**src/rtl/rrqs_pkg.sv**
```systemverilog
// Package for the round-robin quantum scheduler.
// Holds request codes, sequencer states and reset constants; depends on nothing.
`default_nettype none

package rrqs_pkg;

	localparam int DefNumSlots = 4;

	localparam int ReqW     = 2;
	localparam int SlotW    = 2;
	localparam int BurstW   = 16;
	localparam int ClockW   = 24;
	localparam int QuantumW = 8;

	localparam logic [QuantumW-1:0] QuantumRst = 8'd2;
	localparam logic [ClockW-1:0]   ClockMax   = 24'hFF_FFFF;

	typedef enum logic [ReqW-1:0] {
		REQ_LOAD  = 2'd0,
		REQ_START = 2'd1,
		REQ_TICK  = 2'd2,
		REQ_NONE  = 2'd3
	} req_t;

	typedef enum logic [1:0] {
		ST_IDLE,
		ST_TICK,
		ST_SCAN,
		ST_RESULT
	} state_t;

endpackage

`default_nettype wire

```
**src/rtl/rrqs_ram.sv**
```systemverilog
// Generic single-write, single-read synchronous RAM with registered read data.
// Used for the per-slot burst and remaining-work entries; no dependencies.
`default_nettype none

module rrqs_ram #(
	parameter int Width = 32,
	parameter int Depth = 4
) (
	input  wire logic                     clk,
	input  wire logic                     we,
	input  wire logic [$clog2(Depth)-1:0] waddr,
	input  wire logic [Width-1:0]         wdata,
	input  wire logic                     re,
	input  wire logic [$clog2(Depth)-1:0] raddr,
	output logic      [Width-1:0]         rdata
);

	logic [Width-1:0] mem [Depth];

	always_ff @(posedge clk) begin
		if (we) begin
			mem[waddr] <= wdata;
		end
		if (re) begin
			rdata <= mem[raddr];
		end
	end

endmodule

`default_nettype wire

```
**src/rtl/round_robin_quantum_scheduler.sv**
```systemverilog
// Round-robin quantum scheduler top level: sequencer, slot RAM and result register.
// Depends on rrqs_pkg and rrqs_ram.
//
//  channel   signals                                   direction
//  input     in_valid, in_stall, req_type, slot, burst  item in, stall out
//  output    out_valid, out_stall, completed .. all_done item out, stall in
//  config    cfg_valid, cfg_ready, cfg_data             quantum write, always ready
//
// A load, start or unknown item goes from IDLE to RESULT. A tick runs through
// IDLE, TICK, SCAN and RESULT: one RAM read for the running slot, one
// read-modify-write, then the circular search reads one slot per cycle from
// the single RAM read port. One item is in work at a time; in_stall is high
// while the sequencer is busy and while a result waits on a stalled output
// register. Reset clears all slots through per-entry valid bits, no sweep.
`default_nettype none

module round_robin_quantum_scheduler #(
	parameter int NUM_SLOTS = rrqs_pkg::DefNumSlots
) (
	input  wire logic                          clk,
	input  wire logic                          arst_n,
	// config
	input  wire logic                          cfg_valid,
	output logic                               cfg_ready,
	input  wire logic [rrqs_pkg::QuantumW-1:0] cfg_data,
	// input items
	input  wire logic                          in_valid,
	output logic                               in_stall,
	input  wire logic [rrqs_pkg::ReqW-1:0]     req_type,
	input  wire logic [rrqs_pkg::SlotW-1:0]    slot,
	input  wire logic [rrqs_pkg::BurstW-1:0]   burst,
	// result items
	output logic                               out_valid,
	input  wire logic                          out_stall,
	output logic                               completed,
	output logic      [rrqs_pkg::SlotW-1:0]    completed_slot,
	output logic      [rrqs_pkg::ClockW-1:0]   turnaround,
	output logic      [rrqs_pkg::ClockW-1:0]   waiting,
	output logic                               run_valid,
	output logic      [rrqs_pkg::SlotW-1:0]    run_slot,
	output logic                               all_done
);

	import rrqs_pkg::*;

	localparam int SW     = (NUM_SLOTS > 1) ? $clog2(NUM_SLOTS) : 1;
	localparam int CntW   = $clog2(NUM_SLOTS + 1);
	localparam int EntryW = 2 * BurstW;
	localparam logic [SW-1:0]   LastSlot = SW'(NUM_SLOTS - 1);
	localparam logic [CntW-1:0] DoneMax  = CntW'(NUM_SLOTS);

	state_t state_q, state_d;

	logic [QuantumW-1:0] quantum_q;
	logic [ClockW-1:0]   clock_q;
	logic [CntW-1:0]     done_cnt_q;
	logic [SW-1:0]       cur_q;
	logic                running_q;
	logic [NUM_SLOTS-1:0] ent_vld_q;

	logic [SW-1:0] scan_idx_q;
	logic [SW-1:0] scan_cnt_q;
	logic          rd_vld_s1;

	logic              fin_q;
	logic [SW-1:0]     fin_slot_q;
	logic [ClockW-1:0] turn_q;
	logic [ClockW-1:0] wait_q;

	logic                out_valid_q;
	logic                completed_q;
	logic [SlotW-1:0]    completed_slot_q;
	logic [ClockW-1:0]   turnaround_q;
	logic [ClockW-1:0]   waiting_q;
	logic                run_valid_q;
	logic [SlotW-1:0]    run_slot_q;
	logic                all_done_q;

	logic              in_acc;
	logic              load_ok;
	logic              ram_we, ram_re;
	logic [SW-1:0]     ram_waddr, ram_raddr;
	logic [EntryW-1:0] ram_wdata, ram_rdata;
	logic [BurstW-1:0] rd_burst, rd_rem, new_rem;
	logic              rem_done;
	logic [ClockW:0]   clock_sum;
	logic [ClockW-1:0] clock_next;
	logic              out_load;

	function automatic logic [SW-1:0] next_slot(input logic [SW-1:0] idx);
		next_slot = (idx == LastSlot) ? '0 : idx + SW'(1);
	endfunction

	assign cfg_ready = 1'b1;
	assign in_stall  = (state_q != ST_IDLE);
	assign in_acc    = in_valid && !in_stall;
	assign load_ok   = ({{(32-SlotW){1'b0}}, slot} < NUM_SLOTS);

	// entries never written read as zero
	assign rd_burst = rd_vld_s1 ? ram_rdata[EntryW-1:BurstW] : '0;
	assign rd_rem   = rd_vld_s1 ? ram_rdata[BurstW-1:0] : '0;
	assign rem_done = (rd_rem <= {{(BurstW-QuantumW){1'b0}}, quantum_q});
	assign new_rem  = rem_done ? '0 : rd_rem - {{(BurstW-QuantumW){1'b0}}, quantum_q};

	assign clock_sum  = {1'b0, clock_q} + {{(ClockW+1-QuantumW){1'b0}}, quantum_q};
	assign clock_next = clock_sum[ClockW] ? ClockMax : clock_sum[ClockW-1:0];

	rrqs_ram #(
		.Width(EntryW),
		.Depth(NUM_SLOTS)
	) u_slot_ram (
		.clk  (clk),
		.we   (ram_we),
		.waddr(ram_waddr),
		.wdata(ram_wdata),
		.re   (ram_re),
		.raddr(ram_raddr),
		.rdata(ram_rdata)
	);

	always_ff @(posedge clk or negedge arst_n) begin
		if (!arst_n) begin
			state_q <= ST_IDLE;
		end else begin
			state_q <= state_d;
		end
	end

	always_comb begin
		state_d   = state_q;
		ram_we    = 1'b0;
		ram_waddr = SW'(slot);
		ram_wdata = {burst, burst};
		ram_re    = 1'b0;
		ram_raddr = cur_q;
		out_load  = 1'b0;
		unique case (state_q)
			ST_IDLE: begin
				if (in_acc) begin
					if (req_t'(req_type) == REQ_LOAD && load_ok) begin
						ram_we = 1'b1;
					end
					if (req_t'(req_type) == REQ_TICK) begin
						ram_re  = 1'b1;
						state_d = ST_TICK;
					end else begin
						state_d = ST_RESULT;
					end
				end
			end
			ST_TICK: begin
				// write back the running slot, then start the search after it
				ram_we    = running_q;
				ram_waddr = cur_q;
				ram_wdata = {rd_burst, new_rem};
				ram_re    = 1'b1;
				ram_raddr = next_slot(cur_q);
				state_d   = ST_SCAN;
			end
			ST_SCAN: begin
				if (rd_rem != '0 || scan_cnt_q == LastSlot) begin
					state_d = ST_RESULT;
				end else begin
					ram_re    = 1'b1;
					ram_raddr = next_slot(scan_idx_q);
				end
			end
			ST_RESULT: begin
				if (!out_valid_q || !out_stall) begin
					out_load = 1'b1;
					state_d  = ST_IDLE;
				end
			end
			default: state_d = ST_IDLE;
		endcase
	end

	always_ff @(posedge clk or negedge arst_n) begin
		if (!arst_n) begin
			quantum_q  <= QuantumRst;
			clock_q    <= '0;
			done_cnt_q <= '0;
			cur_q      <= '0;
			running_q  <= 1'b0;
			ent_vld_q  <= '0;
			rd_vld_s1  <= 1'b0;
			scan_cnt_q <= '0;
			out_valid_q <= 1'b0;
		end else begin
			if (cfg_valid && cfg_ready) begin
				quantum_q <= cfg_data;
			end
			if (ram_we) begin
				ent_vld_q[ram_waddr] <= 1'b1;
			end
			if (ram_re) begin
				rd_vld_s1 <= ent_vld_q[ram_raddr];
			end
			if (state_q == ST_IDLE && in_acc) begin
				if (req_t'(req_type) == REQ_START) begin
					clock_q    <= '0;
					done_cnt_q <= '0;
					cur_q      <= '0;
					running_q  <= 1'b1;
				end else if (req_t'(req_type) == REQ_TICK) begin
					clock_q <= clock_next;
				end
			end
			if (state_q == ST_TICK) begin
				scan_cnt_q <= '0;
				if (running_q) begin
					running_q <= 1'b0;
					if (rem_done && done_cnt_q != DoneMax) begin
						done_cnt_q <= done_cnt_q + CntW'(1);
					end
				end
			end
			if (state_q == ST_SCAN) begin
				if (rd_rem != '0) begin
					cur_q     <= scan_idx_q;
					running_q <= 1'b1;
				end else begin
					scan_cnt_q <= scan_cnt_q + SW'(1);
				end
			end
			if (out_load) begin
				out_valid_q <= 1'b1;
			end else if (!out_stall) begin
				out_valid_q <= 1'b0;
			end
		end
	end

	// datapath registers, no reset
	always_ff @(posedge clk) begin
		if (ram_re) begin
			scan_idx_q <= ram_raddr;
		end
		if (state_q == ST_IDLE && in_acc) begin
			fin_q      <= 1'b0;
			fin_slot_q <= '0;
			turn_q     <= '0;
			wait_q     <= '0;
		end
		if (state_q == ST_TICK && running_q && rem_done) begin
			fin_q      <= 1'b1;
			fin_slot_q <= cur_q;
			turn_q     <= clock_q;
			wait_q     <= (clock_q > {{(ClockW-BurstW){1'b0}}, rd_burst}) ?
				clock_q - {{(ClockW-BurstW){1'b0}}, rd_burst} : '0;
		end
		if (out_load) begin
			completed_q      <= fin_q;
			completed_slot_q <= SlotW'(fin_slot_q);
			turnaround_q     <= turn_q;
			waiting_q        <= wait_q;
			run_valid_q      <= running_q;
			run_slot_q       <= SlotW'(cur_q);
			all_done_q       <= (done_cnt_q == DoneMax);
		end
	end

	assign out_valid      = out_valid_q;
	assign completed      = completed_q;
	assign completed_slot = completed_slot_q;
	assign turnaround     = turnaround_q;
	assign waiting        = waiting_q;
	assign run_valid      = run_valid_q;
	assign run_slot       = run_slot_q;
	assign all_done       = all_done_q;

	a_accept_idle: assert property (@(posedge clk) disable iff (!arst_n)
		in_valid && !in_stall |-> state_q == ST_IDLE)
		else $error("item accepted while sequencer busy");

	a_no_write_in_scan: assert property (@(posedge clk) disable iff (!arst_n)
		state_q == ST_SCAN |-> !ram_we)
		else $error("slot RAM written during search");

	a_done_bound: assert property (@(posedge clk) disable iff (!arst_n)
		done_cnt_q <= DoneMax)
		else $error("done count beyond slot count");

	a_cur_range: assert property (@(posedge clk) disable iff (!arst_n)
		{{(32-SW){1'b0}}, cur_q} < NUM_SLOTS)
		else $error("running slot out of range");

	a_wait_le_turn: assert property (@(posedge clk) disable iff (!arst_n)
		out_valid_q && completed_q |-> waiting_q <= turnaround_q)
		else $error("waiting exceeds turnaround");

endmodule

`default_nettype wire
```
**config.mk**
```make
export PLATFORM = sky130hd
export DESIGN_NAME = round_robin_quantum_scheduler
export DESIGN_NICKNAME = d
export VERILOG_FILES = /design/src/rtl/rrqs_pkg.sv /design/src/rtl/rrqs_ram.sv /design/src/rtl/round_robin_quantum_scheduler.sv
export SDC_FILE = /design/constraint.sdc
export NUM_CORES = 1
export LEC_CHECK = 0
export ABC_AREA = 0
export BUFFER_PORTS_ARGS = -buffer_cell sky130_fd_sc_hd__buf_2
export CORE_ASPECT_RATIO = 2
export CORE_MARGIN = 3
export CORE_UTILIZATION = 50
export CTS_BUF_LIST = sky130_fd_sc_hd__clkbuf_8
export CTS_CLUSTER_DIAMETER = 40
export CTS_CLUSTER_SIZE = 10
export DETAILED_ROUTE_END_ITERATION = 8
export PLACE_DENSITY = 0.68
export SETUP_SLACK_MARGIN = 0.5
export SLEW_MARGIN = 25
export SYNTH_ARGS = -nofsm -noshare
export SYNTH_HDL_FRONTEND = slang
export SYNTH_SLANG_ARGS = --single-unit
```
**constraint.sdc**
```tcl
create_clock -name clk -period 5.52 [get_ports clk]
set_input_delay 0.276 -clock clk [delete_from_list [all_inputs] [get_ports clk]]
set_output_delay 0.276 -clock clk [all_outputs]
set_load 0.03 [all_outputs]
```
=== After elaboration in Yosys (flattened, before gate mapping) ===
Memory sizes are Yosys's and may differ from the RTL's. A register that Yosys moved wholly into a read port is not among the register bits.
Index checks and enable logic that the tools add are counted.

* $add $sub $neg: 7
* Order comparisons: 5
* Eq/ne operators: 14
* Muxes and demuxes: 58
* Bitwise operators: 1
* Reductions and logical operators: 19

{| class="wikitable"
|+ Operators with widths
! kind !! count
|-
| $mux W24 || 7
|-
| $mux W16 || 3
|-
| $mux W2 || 17
|-
| $mux W32 || 1
|-
| $add A24 B8 Y25 || 1
|-
| $gt A24 B16 Y1 || 1
|-
| $sub A24 B16 Y24 || 1
|-
| $mux W1 || 19
|-
| $le A16 B8 Y1 || 1
|-
| $reduce_bool A16 Y1 || 1
|-
| $sub A16 B8 Y16 || 1
|-
| $mux W3 || 5
|-
| $eq A2 B2 Y1 const B || 6
|-
| $pmux W2 S4 || 1
|-
| $add A2 B1 Y2 const B || 3
|-
| $logic_and A1 B1 Y1 || 6
|-
| $lt A2 B3 Y1 const B || 2
|-
| $ne A2 B2 Y1 const B || 3
|-
| $reduce_bool A2 Y1 || 3
|-
| $eq A2 B1 Y1 const B || 2
|-
| $logic_not A2 Y1 || 2
|-
| $or A4 B4 Y4 || 1
|-
| $pmux W2 S2 || 1
|-
| $add A3 B1 Y3 const B || 1
|-
| 12 further kinds || 15
|}

* Bits in registers: 156
* RAM bits: 128
* Input bits: 33
* Memories: 1

{| class="wikitable"
|+ Memories
! name !! depth !! bits a word !! rd ports !! clocked after Yosys merged registers in !! write ports !! line !! text
|-
| u_slot_ram.mem || 4 || 32 || 1 || 1 || 1 || rrqs_ram.sv:18 || <nowiki>logic [Width-1:0] mem [Depth];</nowiki>
|}

=== Longest topological paths before layout ===
* Word-level depth: 9
* Gate-level depth with buffers: 16

=== Modules after synthesis ===
Synthesis repeated with hierarchy kept, for this count alone.

* Cell total of the unflattened synthesis: 990
* Area, all modules: 14114.8 um^2

{| class="wikitable"
|+ By module, submodules not included
! module !! instances !! cells an instance !! area an instance (um^2)
|-
| round_robin_quantum_scheduler || 1 || 787 || 8464.4
|-
| rrqs_ram || 1 || 203 || 5650.4
|}

=== Least setup slack after synthesis ===
OpenSTA, ideal clock, no wires.

* Path kind: flip-flop to flip-flop
* Start point: register state_q[0]
* End point: register all_done_q, in the netlist all_done (enable)
* Setup time: 0.551 ns
* Data arrival time: 4.589 ns
* Path slack: 0.380 ns
* Stages on the path, launching flop included: 3
* Path buffers: 0
* Period minus slack after synthesis: 5.140 ns
* Cell sequence: dfrtp_1 > ha_1 > a21boi_0

* Longest elaborated chain between the ends: 2

{| class="wikitable"
|+ RTL lines
! item !! line !! text
|-
| start: declaration || round_robin_quantum_scheduler.sv:52 || <nowiki>state_t state_q, state_d;</nowiki>
|-
| start signal: assignment || round_robin_quantum_scheduler.sv:125 || <nowiki>state_q <= state_d;</nowiki>
|-
| $eq A2 B2 Y1 || round_robin_quantum_scheduler.sv:137 || <nowiki>unique case (state_q)</nowiki>
|-
| $mux W1 || round_robin_quantum_scheduler.sv:137 ||
|-
| via out_load || round_robin_quantum_scheduler.sv:88 || <nowiki>logic out_load;</nowiki>
|-
| end signal: assignment || round_robin_quantum_scheduler.sv:259 || <nowiki>all_done_q <= (done_cnt_q == DoneMax);</nowiki>
|-
| end: declaration || round_robin_quantum_scheduler.sv:77 || <nowiki>logic all_done_q;</nowiki>
|}

The timed path passes the listed nets, and every way through them passes these cells.
A chain may end at the register's enable or synchronous reset.

=== Worst setup path after layout ===
* Start point: register rd_vld_s1
* End point: register wait_q[13] (data pin)

* Longest elaborated chain between the ends: 4

{| class="wikitable"
|+ RTL lines
! item !! line !! text
|-
| start: declaration || round_robin_quantum_scheduler.sv:63 || <nowiki>logic rd_vld_s1;</nowiki>
|-
| start signal: assignment || round_robin_quantum_scheduler.sv:197 || <nowiki>rd_vld_s1 <= ent_vld_q[ram_raddr];</nowiki>
|-
| $mux W16, on equally long branches || round_robin_quantum_scheduler.sv:100, round_robin_quantum_scheduler.sv:101 ||
|-
| $sub A24 B16 Y24, or another cell as far along || round_robin_quantum_scheduler.sv:250 || <nowiki>clock_q - {{(ClockW-BurstW){1'b0}}, rd_burst} : '0;</nowiki>
|-
| $mux W24 / $logic_and A1 B1 Y1 (equally long branches) || round_robin_quantum_scheduler.sv:249, round_robin_quantum_scheduler.sv:245 ||
|-
| $mux W24 * || round_robin_quantum_scheduler.sv:245 || <nowiki>if (state_q == ST_TICK && running_q && rem_done) begin</nowiki>
|-
| end signal: assignment || round_robin_quantum_scheduler.sv:249 || <nowiki>wait_q <= (clock_q > {{(ClockW-BurstW){1'b0}}, rd_burst}) ?</nowiki>
|-
| end: declaration || round_robin_quantum_scheduler.sv:68 || <nowiki>logic [ClockW-1:0] wait_q;</nowiki>
|}

Mark *: on every way between the ends. The rest lies on a longest branch, timed or not.

==> summary.md <==
| Metric | Value |
|---|---|
| Outcome | `completed` |
| Cell at the root of the clock tree | `clkbuf_8` |
| Arr. time, crit path | `4.28 ns` |
| Vias per std cell | `approximately 5.7` |
| Startpoint Class | `flop` |
| CTS tree | `built` |
| Critical Path Fanout Max | `21` |
| Vias in the first global route | `between 10000 and 15000` |
| Max-cap viol count | `0` |
| PortBufs | `89` |
| Total number of yosys warnings | `0` |
| Slew Viols, Final | `0` |
| Post-synth top flop | `edfxtp_1` |
| CP max stage cell | `dfrtp_1` |
| Final Net Count | `roughly 1400` |
| Max-slew headroom at the worst pin | `between 30 and 40%` |
| Total GRT Usage | `roughly 22%` |
| Layout cell share with drive strength beyond 1 | `a little over an eighth` |
| CP required | `a little under 6 ns` |
| Hold Crit Class | `in2reg` |
| Initial DRC Count | `527` |
| Die area | `between 30000 and 40000 µm²` |
| Pwr Total | `roughly 0.01 W` |
| Max Root-Sink Buffers | `3` |
| Synthesized area | `approximately 14000 µm²` |
| Worst vdd ir | `0.369 mV` |
| Initial antenna violation count | `1` |
| Min Clock Period, post-route | `3.96 ns` |
| Most frequent cells in the layout | `edfxtp_1, nand2_1, buf_2` |
| Setup_tns | `0 ns` |
| Drt wl/cell | `between 20 and 25 µm` |
| Final worst setup slack | `around 1.6 ns` |
| Die Width | `between 100 and 150 µm` |
| RSZ-0062 raised after global routing | `no` |
| Clk slew on worst S/H paths | `about 0.08 ns` |
| Chip height | `~250 µm` |
| Syn nets | `approximately 1300` |
| CTS buffer count | `39` |
| Final hold viol count | `0` |
| Commonest non-fill, non-tap cell in the layout | `edfxtp_1` |
| First-pass iteration count of the detailed router | `5` |
| Initial core utilization | `approximately half` |
| Final wirelength | `about 34000 µm` |
| CP endpoint kind | `flop` |
| Pre-CTS setup slack | `between 1.5 and 2 ns` |
| Layout area overhead | `11.3%` |
| CP peak stage delay | `roughly 0.53 ns` |
| Sequential area share after synthesis | `between 60 and 70%` |
| Hold Buf Count CTS | `10` |
| Fill cells | `around 2400` |
| Async set-reset flop share out of synthesis | `between 10% and 20%` |
| WHS | `0.0442 ns` |
| Rows | `87` |
| CP Buf/Inv Count | `3` |
| Fmax | `~0.25 GHz` |
| Dpl hpwl | `around 24000 µm` |
| Setup-failing EPs final | `0` |
| Pwr/cell area | `around 630 nW/µm²` |
| Antenna-violating nets left | `0` |
| Critical Path, Cell by Cell | `buf_4, nand2_1, inv_1, fa_1, nor2b_1, o21bai_1, a31oi_1, a21oi_1, o21ai_0, nand2_1, buf_4, a2111oi_1` |
| Final period util | `approximately 70%` |
| Crit-path leading delay family | `compound AO/OA/AOI/OAI gates` |
| Synthesized area per cell | `11.9 µm²` |
| Largest net degree at the start of global routing | `slightly above 50` |
| Io pins | `91` |
| GRT overflow | `0` |
| Post-synth cell types | `between 70 and 80` |
| Mapped Cells | `between 1000 and 1500` |
| Core area | `between 20000 and 30000 µm²` |
| Post-cts sizing count | `0` |
| Post-CTS setup repair buffer count | `0` |
| Pleak | `around 6.3 nW` |
| Setup CP Type | `reg2reg` |
| Yosys reg bits | `about 320` |
| Clk_lat worst skew | `slightly below 0.6 ns` |
| # H-tree levels | `2` |
| Drc violations | `0` |
| Placer congestion estimate | `between 0.9 and 1` |
| Post-Route Skew | `between 0.05 and 0.06 ns` |
| Num Clock Sinks | `~320` |
| Util after Layout | `a little under three fifths` |
| Worst-Margin Slew | `1.04 ns` |
| Global-route wire length before repair | `~53000 µm` |
| Detailed-route via count | `between 9000 and 10000` |
| EDFF count, synth | `approximately 270` |
==> sequential cells by signal (all words and copies together), names as in the netlist, 2 cells and up <==
signal / cells
u_slot_ram.mem: 128
u_slot_ram.rdata: 32
clock_q: 24
turn_q: 24
turnaround: 24
wait_q: 24
waiting: 24
quantum_q: 8
ent_vld_q: 4
done_cnt_q: 3
completed_slot: 2
cur_q: 2
fin_slot_q: 2
run_slot: 2
scan_cnt_q: 2
scan_idx_q: 2
state_q: 2
==> cells in the mapped netlist (all sizes together) (2+ instances only) <==
master	count	area, µm²
a221oi	2	23.8
nand4	5	31.3
buf	22	116
or4	2	15.0
nor4	8	71.3
fa	3	60.1
o31ai	10	75.1
nand3	38	190
or2	8	50.1
nand2b	26	163
or3	9	56.3
a21oi	41	209
mux2i	2	20.0
a41oi	6	60.1
dfrtp	47	1180
a211oi	6	45.0
clkbuf	34	129
ha	44	551
a2111oi	2	37.5
nand2	237	892
o21ai	59	299
inv	33	124
and3	41	257
a32oi	2	17.5
a311oi	3	32.5
nor2b	7	43.8
a211o	3	26.3
xor2	11	96.3
o22a	4	35.0
o21bai	4	30.0
and2	38	238
o211ai	2	15.0
o21a	7	52.6
a21o	9	67.6
edfxtp	267	8020
nor3	21	105
a21boi	3	22.5
a41o	4	40.0
a31oi	44	275
mux2	3	33.8
nand3b	3	22.5
nor2	58	218
xnor2	14	123
==> cell type report <==
| class | instances | area (µm²) | share of cell area [%] |
|---|---|---|---|
| Clock buffer | 41 | 564 | 3.53 |
| Tap cell | 356 | 445 | 2.79 |
| Antenna cell | 1 | 2.50 | 0.0157 |
| Sequential cell | 316 | 9240 | 57.9 |
| Clock inverter | 30 | 128 | 0.799 |
| Multi-Input combinational cell | 804 | 4760 | 29.8 |
| Timing Repair Buffer | 120 | 703 | 4.40 |
| Inverter | 34 | 128 | 0.799 |
==> path summary, 6_finish.rpt <==
kind / from / to / slack, ns / depth (start not counted)
worst max register to register: rd_vld_s1 / wait_q[13] / 1.56 / 12
min in group asynchronous: arst_n / rd_vld_s1 / 0.35 / 3
max in group asynchronous: arst_n / clock_q[18] / 4.67 / 3
worst min register to register: turn_q[11] / turnaround[11] / 0.41 / 0
worst max-delay path: rd_vld_s1 / wait_q[13] / 1.56 / 12
worst min-delay path: cfg_valid / quantum_q[1] / 0.04 / 2
==> logic make-up after synthesis <==
group	synth area share, %
and+or+nand+nor	16.6
buffers and inverters	2.60
other	0.0261
DFF	64.4
muxes	0.375
AOI/OAI and AO/OA	10.2
adders and majority gates	4.26
xor gates and xnor gates	1.53
==> report_power, final <==
part           switching [W]  internal (W)
clock               0.000820      0.000693
sequential          0.000352       0.00360
combinational        0.00302       0.00153
==> metrics by stage <==
stage / std cells / cell area (µm²)
after floorplan: 1210 / 14300
after global placement: 1620 / 15200
after detailed placement: 1620 / 15200
after CTS: 1701 / 16000
after global routing: 1702 / 16000
final: 1702 / 16000
==> routing by layer <==
metal	global-route usage [%]	vias up	wire length (µm)
met5	0	-	0
met4	11.0	0	1780
met3	2.74	99	1130
met2	45.0	243	19900
met1	21.0	4781	11400
li1	-	4610	-
Power figures use the tool's default switching activity.
